**src/rtl/byte_stream_tokenizer_defines.svh**
```systemverilog
// ----------------------------------------------------------------------------
// Byte stream tokenizer assertion macros
// Concurrent check wrappers, compiled out for synthesis.
// ----------------------------------------------------------------------------
`ifndef BYTE_STREAM_TOKENIZER_DEFINES_SVH
`define BYTE_STREAM_TOKENIZER_DEFINES_SVH

`ifndef SYNTHESIS

// Check a property while out of reset
`define BST_ASSERT(label, clk, rstn, prop) \
    label: assert property (@(posedge clk) disable iff (!(rstn)) (prop)) \
        else $error("bst check failed");

// Check a property at every edge, reset included
`define BST_ASSERT_ALWAYS(label, clk, prop) \
    label: assert property (@(posedge clk) (prop)) \
        else $error("bst check failed");

`else

`define BST_ASSERT(label, clk, rstn, prop)
`define BST_ASSERT_ALWAYS(label, clk, prop)

`endif

`endif

```
**src/rtl/bst_pkg.sv**
```systemverilog
// ----------------------------------------------------------------------------
// Byte stream tokenizer package
// Request types, token kinds, error codes and character classes.
// ----------------------------------------------------------------------------
package bst_pkg;

    // Source position and token geometry
    localparam int unsigned POS_W   = 21;
    localparam int unsigned START_W = 20;
    localparam logic [POS_W-1:0] MAX_SOURCE = 21'h100000;

    // Result queue geometry
    localparam int unsigned DEPTH = 4;
    localparam int unsigned PTR_W = $clog2(DEPTH);
    localparam int unsigned CNT_W = $clog2(DEPTH + 1);

    // Token kinds
    localparam logic [4:0] KIND_IDENT    = 5'd0;
    localparam logic [4:0] KIND_INT      = 5'd1;
    localparam logic [4:0] KIND_LPAREN   = 5'd2;
    localparam logic [4:0] KIND_RPAREN   = 5'd3;
    localparam logic [4:0] KIND_LBRACE   = 5'd4;
    localparam logic [4:0] KIND_RBRACE   = 5'd5;
    localparam logic [4:0] KIND_LBRACKET = 5'd6;
    localparam logic [4:0] KIND_RBRACKET = 5'd7;
    localparam logic [4:0] KIND_EQUAL    = 5'd8;
    localparam logic [4:0] KIND_PLUS     = 5'd9;
    localparam logic [4:0] KIND_MINUS    = 5'd10;
    localparam logic [4:0] KIND_GREATER  = 5'd11;
    localparam logic [4:0] KIND_LESS     = 5'd12;
    localparam logic [4:0] KIND_COMMA    = 5'd13;
    localparam logic [4:0] KIND_COLON    = 5'd14;
    localparam logic [4:0] KIND_DOT      = 5'd15;
    localparam logic [4:0] KIND_QUESTION = 5'd16;
    localparam logic [4:0] KIND_SEMI     = 5'd17;

    // Error codes
    localparam logic [1:0] ERR_NONE     = 2'd0;
    localparam logic [1:0] ERR_BYTE     = 2'd1;
    localparam logic [1:0] ERR_OVERFLOW = 2'd2;

    // Characters
    localparam logic [7:0] CH_UNDERSCORE = 8'h5F;
    localparam logic [7:0] CH_SPACE      = 8'h20;

    // Open run
    typedef enum logic [1:0] {
        MODE_NONE  = 2'd0,
        MODE_IDENT = 2'd1,
        MODE_INT   = 2'd2
    } mode_t;

    typedef struct packed {
        logic [7:0] char_byte;
        logic       final_byte;
    } in_t;

    typedef struct packed {
        logic [4:0]  token_kind;
        logic [19:0] token_start;
        logic [20:0] token_length;
        logic [1:0]  error_code;
        logic        run_end;
    } out_t;

    // Results from one source byte, in order
    typedef struct packed {
        logic [1:0] cnt;
        out_t       res0;
        out_t       res1;
    } push_t;

    function automatic logic is_digit(input logic [7:0] c);
        return (c >= 8'h30) && (c <= 8'h39);
    endfunction

    function automatic logic is_ident_start(input logic [7:0] c);
        return ((c >= 8'h41) && (c <= 8'h5A)) || ((c >= 8'h61) && (c <= 8'h7A))
            || (c == CH_UNDERSCORE);
    endfunction

    function automatic logic is_space(input logic [7:0] c);
        return (c == CH_SPACE) || ((c >= 8'h09) && (c <= 8'h0D));
    endfunction

    // Kind of a single-character token, KIND_IDENT when the byte is none
    function automatic logic [4:0] punct_kind(input logic [7:0] c);
        logic [4:0] k;
        unique case (c)
            8'h28:   k = KIND_LPAREN;   // (
            8'h29:   k = KIND_RPAREN;   // )
            8'h7B:   k = KIND_LBRACE;   // {
            8'h7D:   k = KIND_RBRACE;   // }
            8'h5B:   k = KIND_LBRACKET; // [
            8'h5D:   k = KIND_RBRACKET; // ]
            8'h3D:   k = KIND_EQUAL;    // =
            8'h2B:   k = KIND_PLUS;     // +
            8'h2D:   k = KIND_MINUS;    // -
            8'h3E:   k = KIND_GREATER;  // >
            8'h3C:   k = KIND_LESS;     // <
            8'h2C:   k = KIND_COMMA;    // ,
            8'h3A:   k = KIND_COLON;    // :
            8'h2E:   k = KIND_DOT;      // .
            8'h3F:   k = KIND_QUESTION; // ?
            8'h3B:   k = KIND_SEMI;     // ;
            default: k = KIND_IDENT;
        endcase
        return k;
    endfunction

endpackage

```
**src/rtl/byte_stream_tokenizer.sv**
```systemverilog
// ----------------------------------------------------------------------------
// Byte stream tokenizer
// Source bytes in, identifier / integer / punctuation tokens out.
// ----------------------------------------------------------------------------
// Usage:
//   s_valid/s_ready/s_data carry one source byte per request, with
//   final_byte set on the last byte of a source. m_valid/m_ready/m_data
//   carry tokens as kind, start offset and length, or error results.
//   A byte is registered in the input register, decided combinationally and
//   its zero, one or two results are written into a four-entry result queue
//   once the queue has room; m_valid is high while the queue holds a result.
//   One byte per cycle is taken while the queue has space for two results;
//   a byte that causes two results needs two pops by the receiver, so a
//   steady run of such bytes is paced by the receiver, not by the input.
//   A stalled receiver lets the queue fill, and s_ready is then held low.
//   Reset (aresetn low, synchronous) clears the open run, the position
//   and the queue. The position restarts at zero after each final byte.
// ----------------------------------------------------------------------------
`include "byte_stream_tokenizer_defines.svh"

module byte_stream_tokenizer (
    input  logic            aclk,
    input  logic            aresetn,
    input  logic            s_valid,
    output logic            s_ready,
    input  bst_pkg::in_t    s_data,
    output logic            m_valid,
    input  logic            m_ready,
    output bst_pkg::out_t   m_data
);

    logic                   in_valid_reg, in_valid_next;
    bst_pkg::in_t           in_data_reg;
    logic                   room;
    logic                   fire;
    bst_pkg::push_t         push;

    // Hand the held byte to the lexer when the queue has space
    assign fire    = in_valid_reg && room;
    assign s_ready = !in_valid_reg || fire;

    always_comb begin
        in_valid_next = in_valid_reg;
        if (s_valid && s_ready) begin
            in_valid_next = 1'b1;
        end else if (fire) begin
            in_valid_next = 1'b0;
        end
    end

    always_ff @(posedge aclk) begin
        if (!aresetn) begin
            in_valid_reg <= 1'b0;
        end else begin
            in_valid_reg <= in_valid_next;
        end
    end

    // Hold the request payload
    always_ff @(posedge aclk) begin
        if (s_valid && s_ready) begin
            in_data_reg <= s_data;
        end
    end

    bst_lexer u_lexer (
        .aclk    (aclk),
        .aresetn (aresetn),
        .fire    (fire),
        .item    (in_data_reg),
        .push    (push)
    );

    bst_out_fifo u_out_fifo (
        .aclk    (aclk),
        .aresetn (aresetn),
        .push    (push),
        .room    (room),
        .m_valid (m_valid),
        .m_ready (m_ready),
        .m_data  (m_data)
    );

    `BST_ASSERT(a_hold_byte, aclk, aresetn,
        (in_valid_reg && !fire) |=> (in_valid_reg && $stable(in_data_reg)))
    `BST_ASSERT_ALWAYS(a_reset_idle, aclk, !aresetn |=> (!in_valid_reg && !m_valid))

endmodule

```
**src/rtl/bst_lexer.sv**
```systemverilog
// ----------------------------------------------------------------------------
// Byte stream tokenizer lexer
// Run state and the per-byte decision; emits up to two results per byte.
// ----------------------------------------------------------------------------
`include "byte_stream_tokenizer_defines.svh"

module bst_lexer (
    input  logic               aclk,
    input  logic               aresetn,
    input  logic               fire,
    input  bst_pkg::in_t       item,
    output bst_pkg::push_t     push
);

    bst_pkg::mode_t                     mode_reg, mode_next;
    logic [bst_pkg::START_W-1:0]        begin_reg, begin_next;
    logic [bst_pkg::POS_W-1:0]          pos_reg, pos_next;

    logic                               ovf, dig, ids, spc;
    logic [4:0]                         pk;
    logic                               hit_a, hit_b, hit_f;
    bst_pkg::out_t                      res_a, res_b, res_f;
    bst_pkg::mode_t                     mode_mid, mode_new;
    logic [bst_pkg::START_W-1:0]        begin_new;
    logic [bst_pkg::POS_W-1:0]          pos_inc;
    logic [1:0]                         n;

    // Classify the byte and decide which results it causes
    always_comb begin
        ovf     = pos_reg >= bst_pkg::MAX_SOURCE;
        dig     = bst_pkg::is_digit(item.char_byte);
        ids     = bst_pkg::is_ident_start(item.char_byte);
        spc     = bst_pkg::is_space(item.char_byte);
        pk      = bst_pkg::punct_kind(item.char_byte);
        pos_inc = pos_reg + 21'd1;

        // Close the open run before this byte
        if (ovf) begin
            hit_a = mode_reg != bst_pkg::MODE_NONE;
        end else begin
            hit_a = ((mode_reg == bst_pkg::MODE_IDENT) && !(ids || dig))
                 || ((mode_reg == bst_pkg::MODE_INT) && !dig);
        end
        res_a.token_kind   = (mode_reg == bst_pkg::MODE_INT) ? bst_pkg::KIND_INT
                                                             : bst_pkg::KIND_IDENT;
        res_a.token_start  = begin_reg;
        res_a.token_length = pos_reg - {1'b0, begin_reg};
        res_a.error_code   = bst_pkg::ERR_NONE;
        res_a.run_end      = 1'b0;
        mode_mid = hit_a ? bst_pkg::MODE_NONE : mode_reg;

        // Handle the byte itself
        hit_b              = 1'b0;
        res_b.token_kind   = bst_pkg::KIND_IDENT;
        res_b.token_start  = pos_reg[bst_pkg::START_W-1:0];
        res_b.token_length = 21'd0;
        res_b.error_code   = bst_pkg::ERR_NONE;
        res_b.run_end      = 1'b0;
        mode_new  = mode_mid;
        begin_new = begin_reg;
        if (ovf) begin
            hit_b             = 1'b1;
            res_b.token_start = bst_pkg::MAX_SOURCE[bst_pkg::START_W-1:0];
            res_b.error_code  = bst_pkg::ERR_OVERFLOW;
        end else if (mode_mid == bst_pkg::MODE_NONE) begin
            if (pk != bst_pkg::KIND_IDENT) begin
                hit_b              = 1'b1;
                res_b.token_kind   = pk;
                res_b.token_length = 21'd1;
            end else if (dig) begin
                mode_new  = bst_pkg::MODE_INT;
                begin_new = pos_reg[bst_pkg::START_W-1:0];
            end else if (ids) begin
                mode_new  = bst_pkg::MODE_IDENT;
                begin_new = pos_reg[bst_pkg::START_W-1:0];
            end else if (!spc) begin
                hit_b            = 1'b1;
                res_b.error_code = bst_pkg::ERR_BYTE;
            end
        end

        // Flush the run on the final byte
        hit_f = !ovf && item.final_byte && (mode_new != bst_pkg::MODE_NONE);
        res_f.token_kind   = (mode_new == bst_pkg::MODE_INT) ? bst_pkg::KIND_INT
                                                             : bst_pkg::KIND_IDENT;
        res_f.token_start  = begin_new;
        res_f.token_length = pos_inc - {1'b0, begin_new};
        res_f.error_code   = bst_pkg::ERR_NONE;
        res_f.run_end      = 1'b0;
    end

    // Pack the results into two slots
    always_comb begin
        n = 2'({1'b0, hit_a} + {1'b0, hit_b} + {1'b0, hit_f});
        push.cnt  = fire ? n : 2'd0;
        push.res0 = hit_a ? res_a : (hit_b ? res_b : res_f);
        push.res1 = (hit_a && hit_b) ? res_b : res_f;
        push.res0.run_end = (n == 2'd1);
        push.res1.run_end = 1'b1;
    end

    // Next run state
    always_comb begin
        mode_next  = mode_reg;
        begin_next = begin_reg;
        pos_next   = pos_reg;
        if (fire) begin
            mode_next  = hit_f ? bst_pkg::MODE_NONE : mode_new;
            begin_next = begin_new;
            if (item.final_byte) begin
                pos_next = '0;
            end else if (!ovf) begin
                pos_next = pos_inc;
            end
        end
    end

    always_ff @(posedge aclk) begin
        if (!aresetn) begin
            mode_reg  <= bst_pkg::MODE_NONE;
            begin_reg <= '0;
            pos_reg   <= '0;
        end else begin
            mode_reg  <= mode_next;
            begin_reg <= begin_next;
            pos_reg   <= pos_next;
        end
    end

    `BST_ASSERT(a_pos_bound, aclk, aresetn, pos_reg <= bst_pkg::MAX_SOURCE)
    `BST_ASSERT(a_final_rewinds, aclk, aresetn,
        (fire && item.final_byte) |=> (pos_reg == '0 && mode_reg == bst_pkg::MODE_NONE))

endmodule

```
**src/rtl/bst_out_fifo.sv**
```systemverilog
// ----------------------------------------------------------------------------
// Byte stream tokenizer result queue
// Small queue that takes up to two results a cycle while it has room and drains one while m_ready is high.
// ----------------------------------------------------------------------------
`include "byte_stream_tokenizer_defines.svh"

module bst_out_fifo (
    input  logic                      aclk,
    input  logic                      aresetn,
    input  bst_pkg::push_t            push,
    output logic                      room,
    output logic                      m_valid,
    input  logic                      m_ready,
    output bst_pkg::out_t             m_data
);

    bst_pkg::out_t                    mem_reg [bst_pkg::DEPTH];
    logic [bst_pkg::PTR_W-1:0]        wr_ptr_reg, wr_ptr_next;
    logic [bst_pkg::PTR_W-1:0]        rd_ptr_reg, rd_ptr_next;
    logic [bst_pkg::CNT_W-1:0]        count_reg, count_next;
    logic                             pop;
    logic [bst_pkg::PTR_W-1:0]        wr_ptr_b;

    // Leave space for two results
    assign room    = count_reg <= bst_pkg::CNT_W'(bst_pkg::DEPTH - 2);
    assign m_valid = count_reg != '0;
    assign m_data  = mem_reg[rd_ptr_reg];
    assign pop     = m_valid && m_ready;
    assign wr_ptr_b = wr_ptr_reg + bst_pkg::PTR_W'(1);

    // Advance pointers and count
    always_comb begin
        wr_ptr_next = wr_ptr_reg + bst_pkg::PTR_W'(push.cnt);
        rd_ptr_next = rd_ptr_reg + bst_pkg::PTR_W'(pop);
        count_next  = count_reg + bst_pkg::CNT_W'(push.cnt) - bst_pkg::CNT_W'(pop);
    end

    always_ff @(posedge aclk) begin
        if (!aresetn) begin
            wr_ptr_reg <= '0;
            rd_ptr_reg <= '0;
            count_reg  <= '0;
        end else begin
            wr_ptr_reg <= wr_ptr_next;
            rd_ptr_reg <= rd_ptr_next;
            count_reg  <= count_next;
        end
    end

    // Store the new results
    always_ff @(posedge aclk) begin
        if (push.cnt != 2'd0) begin
            mem_reg[wr_ptr_reg] <= push.res0;
        end
        if (push.cnt == 2'd2) begin
            mem_reg[wr_ptr_b] <= push.res1;
        end
    end

    `BST_ASSERT(a_push_fits, aclk, aresetn,
        (push.cnt != 2'd0) |-> room)
    `BST_ASSERT(a_ptr_track, aclk, aresetn,
        bst_pkg::PTR_W'(wr_ptr_reg - rd_ptr_reg) == bst_pkg::PTR_W'(count_reg))

endmodule
```
**config.mk**
```make
export PLATFORM = sky130hd
export DESIGN_NAME = byte_stream_tokenizer
export DESIGN_NICKNAME = d
export VERILOG_FILES = /design/src/rtl/bst_pkg.sv /design/src/rtl/byte_stream_tokenizer.sv /design/src/rtl/bst_lexer.sv /design/src/rtl/bst_out_fifo.sv
export VERILOG_INCLUDE_DIRS = /design/src /design/src/rtl
export SDC_FILE = /design/constraint.sdc
export NUM_CORES = 1
export LEC_CHECK = 0
export BUFFER_PORTS_ARGS = -buffer_cell sky130_fd_sc_hd__buf_2
export CORE_MARGIN = 4
export CORE_UTILIZATION = 25
export DETAILED_ROUTE_END_ITERATION = 16
export SLEW_MARGIN = 20
export SYNTH_ARGS = -nofsm -noshare
export SYNTH_HDL_FRONTEND = slang
export SYNTH_HIERARCHICAL = 1
export SYNTH_SLANG_ARGS = --single-unit
```
**constraint.sdc**
```tcl
create_clock -name aclk -period 10.05 [get_ports aclk]
set_clock_uncertainty 0.05 [all_clocks]
set_input_delay 1.5075 -clock aclk [delete_from_list [all_inputs] [get_ports aclk]]
set_output_delay 1.5075 -clock aclk [all_outputs]
set_load 0.1 [all_outputs]
```
==> impl_summary.log <==
INFO  metric final_stage_net_count = 1406
INFO  metric synth_area_leaders = edfxtp_1, mux2_2, mux4_2, dfxtp_1, ha_1
INFO  metric max_cap_viol_count = 0
INFO  metric cts-resized-gates = 0
INFO  metric post_route_cells_drive_above_1_share = 28.3%
INFO  metric htreeDepth = 1
INFO  metric critPathLaunchType = flop
INFO  metric syn_area = 15900 µm²
INFO  metric crit_path_end_kind = flop
INFO  metric yosys.cell_types.count = 87
INFO  metric io_buffer_count = 63
INFO  metric critical_path_class = reg -> reg
INFO  metric cts_tree = built
INFO  metric dieWidth = 261 µm
INFO  metric grt_pass1_vias = 11017
INFO  metric cellLeakagePower = 6.40 nW
INFO  metric grt_antenna_before_repair = 3
INFO  metric syn-num-nets = 1391
INFO  metric core_area = 63100 µm²
INFO  metric power.total = 3.44 mW
INFO  metric worst-endpoint-required = 10.29 ns
INFO  metric dp.final_hpwl = 30100 µm
INFO  metric drcViolationCount = 0
INFO  metric setup_tns = 0 ns
INFO  metric largest_register_ffs = 196
INFO  metric fmax = 184 MHz
INFO  metric grt_max_degree = 74
INFO  metric vias_per_cell = 4.97
INFO  metric syn_avg_cell_area = 12.0 µm²
INFO  metric synth.yosys.warnings = 6
INFO  metric fin_crit_share = 54.1%
INFO  metric tightest_slew = 1.06 ns
INFO  metric number_of_clock_sinks_seen_by_cts = 256
INFO  metric layout-area-overhead-vs-synth = 12.7%
INFO  metric syn-instance-count = 1329
INFO  metric post_cts.repair.setup_buffers = 0
INFO  metric synth.top_cell.area_share = 38.6%
INFO  metric floorplan.die.height = 261 µm
INFO  metric final_core_util = 28.5%
INFO  metric maxUsedRoutingLayer = met5
INFO  metric timing.final.crit_period = 5.43 ns
INFO  metric met2_wirelength = 21700 µm
INFO  metric synth_enable_flop_cells = 205
INFO  metric synth_area_leader_cell = edfxtp_1
INFO  metric global_route_wire_length_before_repair = 67800 µm
INFO  metric boundaryPins = 64
INFO  metric crit_path_max_fanout = 28
INFO  metric maxSlewViolCount = 0
INFO  metric hold_path_class = reg -> reg
INFO  metric floorplan.initialDensity = 25.3%
INFO  metric grt_usage = 12.7%
INFO  metric drt-wirelength-per-cell = 20.0 µm
INFO  metric rsz0062_at_grt = false
INFO  metric wl = 44200 µm
INFO  metric wl_met1 = 19500 µm
INFO  metric grt_overflow = 0
INFO  metric postLayoutCellArea = 18000 µm²
INFO  metric tritoncts.num_buffers = 29
INFO  metric ys_ff_latch = 256
INFO  metric cp.arrival = 5.68 ns
INFO  metric setup_slack = 4.62 ns
INFO  metric detailedRoute.firstIterationViolations = 743
INFO  metric cts.reportedPaths.clkPinSlew = 0.06 ns
INFO  metric timing.max_slew.rel_slack = 29.6%
INFO  metric row_count = 92
INFO  metric postPlaceCellArea = 17000 µm²
INFO  metric final_weighted_congestion_in_routability_driven_placement = 0.918
INFO  metric power_density = 191 nW/µm²
INFO  metric drt.antenna.violating_nets = 0
INFO  metric clkLatencyLatePin = 0.56 ns
INFO  metric met3_length = 1830 µm
INFO  metric clk_path_buf_depth = 3
INFO  metric vdd_drop_max = 0.0995 mV
INFO  metric run_status = completed
INFO  metric first_pass_iters = 5
INFO  metric timing_hold_violations_final = 0
INFO  metric portion_of_the_post_synthesis_area_used_by_sequential_elements = 45.0%
INFO  metric design.die.area = 67900 µm²
INFO  metric num_vias = 10992
INFO  metric setup_viol = 0
INFO  metric cts-hold-fix-buffers = 0
INFO  metric clock_tree.root_cell = clkbuf_16
INFO  metric place_worst_setup_slack = 4.73 ns
INFO  metric ys.flop_type = edfxtp_1
INFO  metric synth_async_sr_flop_share = 0%
[synthesized netlist by cell type (5+ instances only)]
cell type / instances
and3_1: 8
a21boi_0: 9
or3_1: 13
mux2i_1: 23
o211ai_1: 5
nand3_1: 41
dfxtp_1: 51
mux2_2: 171
a22o_1: 40
a22oi_1: 9
edfxtp_1: 205
buf_4: 6
o31ai_1: 14
inv_1: 39
nand2_1: 69
nand2b_1: 13
clkbuf_1: 40
ha_1: 45
mux4_2: 49
xor2_1: 20
o21a_1: 9
mux2_4: 10
mux2_1: 15
buf_2: 34
nor4_1: 6
o22ai_1: 6
xnor2_1: 30
a31oi_1: 5
o21ai_0: 47
buf_6: 11
and2_1: 11
nor2b_1: 27
a21oi_1: 40
o21ai_1: 8
a21o_1: 16
nor3_1: 27
nor2_1: 66
[logic make-up (layout without fill, tap and decap cells)]
| kind of cell | Yosys count | after routing | synth area share [%] |
|---|---|---|---|
| AND/OR/NAND/NOR | 314 | 314 | 10.2 |
| buffers and inverters | 136 | 173 | 4.13 |
| flip-flops | 256 | 256 | 45.0 |
| XOR/XNOR | 52 | 52 | 3.03 |
| other | 1 | 2 | 0.0235 |
| AO/OA/AOI/OAI | 253 | 253 | 11.2 |
| adder cells (fa/ha/maj) | 49 | 49 | 4.03 |
| multiplexers | 268 | 268 | 22.4 |
[worst max-delay path, cell delays in order (launching register included)]
cell	delay, ns
edfxtp_1	0.59
or4_4	0.60
a21oi_2	0.20
or2_2	0.18
nand3_1	0.08
nand2_1	0.49
inv_1	0.23
fa_1	0.43
nor2b_1	0.46
and4bb_2	0.85
buf_4	0.56
mux2_2	0.39
[routing by layer]
| metal | GRT usage, % | up-vias |
|---|---|---|
| met5 | 0 | - |
| met4 | 3.68 | 4 |
| met3 | 1.74 | 69 |
| met2 | 22.0 | 241 |
| met1 | 16.7 | 5560 |
| li1 | - | 5118 |
[cells in the final DEF, fill, tap and decap left out, types with 6 or more instances in the layout]
cell         n
dfxtp_1     49
o31ai_1     13
nor3_1      27
nand2b_1    13
nor4_1       6
a21boi_0     9
a21o_1      16
a22oi_1      9
clkbuf_16   29
mux2_4      10
nor2b_1     26
o22ai_1      6
or3_1       13
o21ai_1      8
mux2_2     171
xor2_1      20
edfxtp_1   205
nand2_1     69
mux4_2      49
mux2i_1     23
buf_2       63
and3_1       8
o21ai_0     46
o21a_1       9
nor2_1      65
nand3_1     41
inv_1       39
a22o_1      40
and2_1      11
clkinv_2     8
buf_4       17
ha_1        45
mux2_1      15
a21oi_1     40
xnor2_1     30
[metrics by stage]
step           hold slack, ns  std cells
6_report                0.448       2213
5_1_grt                 0.486       2213
4_1_cts                 0.453       2212
3_5_place_dp            0.445       2159
3_3_place_gp            0.446       2159
2_1_floorplan           0.424       1329
[area by class of cell]
class | count | area, µm²
Sequential cell | 256 | 7180
Antenna cell | 1 | 2.50
Clock inverter | 15 | 181
Timing Repair Buffer | 80 | 443
Tap cell | 846 | 1060
Inverter | 40 | 150
Clock buffer | 38 | 800
Fill cell | 6513 | 45100
Multi-Input combinational cell | 937 | 8160
[power by group]
group,switching (mW),internal (mW),total [mW],leakage (nW)
Combinational,0.841,0.255,1.10,3.61
Clock,0.428,0.660,1.09,0.490
Sequential,0.0542,1.20,1.26,2.29
[worst paths after layout]
kind	start	end	slack (ns)	cells past startpoint
worst max-delay path	in_data_reg[5]$_DFFE_PP_	u_out_fifo/mem_reg[3][17]$_DFFE_PP_	4.62	11
worst min-delay path	in_valid_reg$_SDFFE_PN0P_	in_valid_reg$_SDFFE_PN0P_	0.45	2
worst max register to register	in_data_reg[5]$_DFFE_PP_	u_out_fifo/mem_reg[3][17]$_DFFE_PP_	4.62	11
worst min register to register	in_valid_reg$_SDFFE_PN0P_	in_valid_reg$_SDFFE_PN0P_	0.45	2
Power figures use the tool's default switching activity.
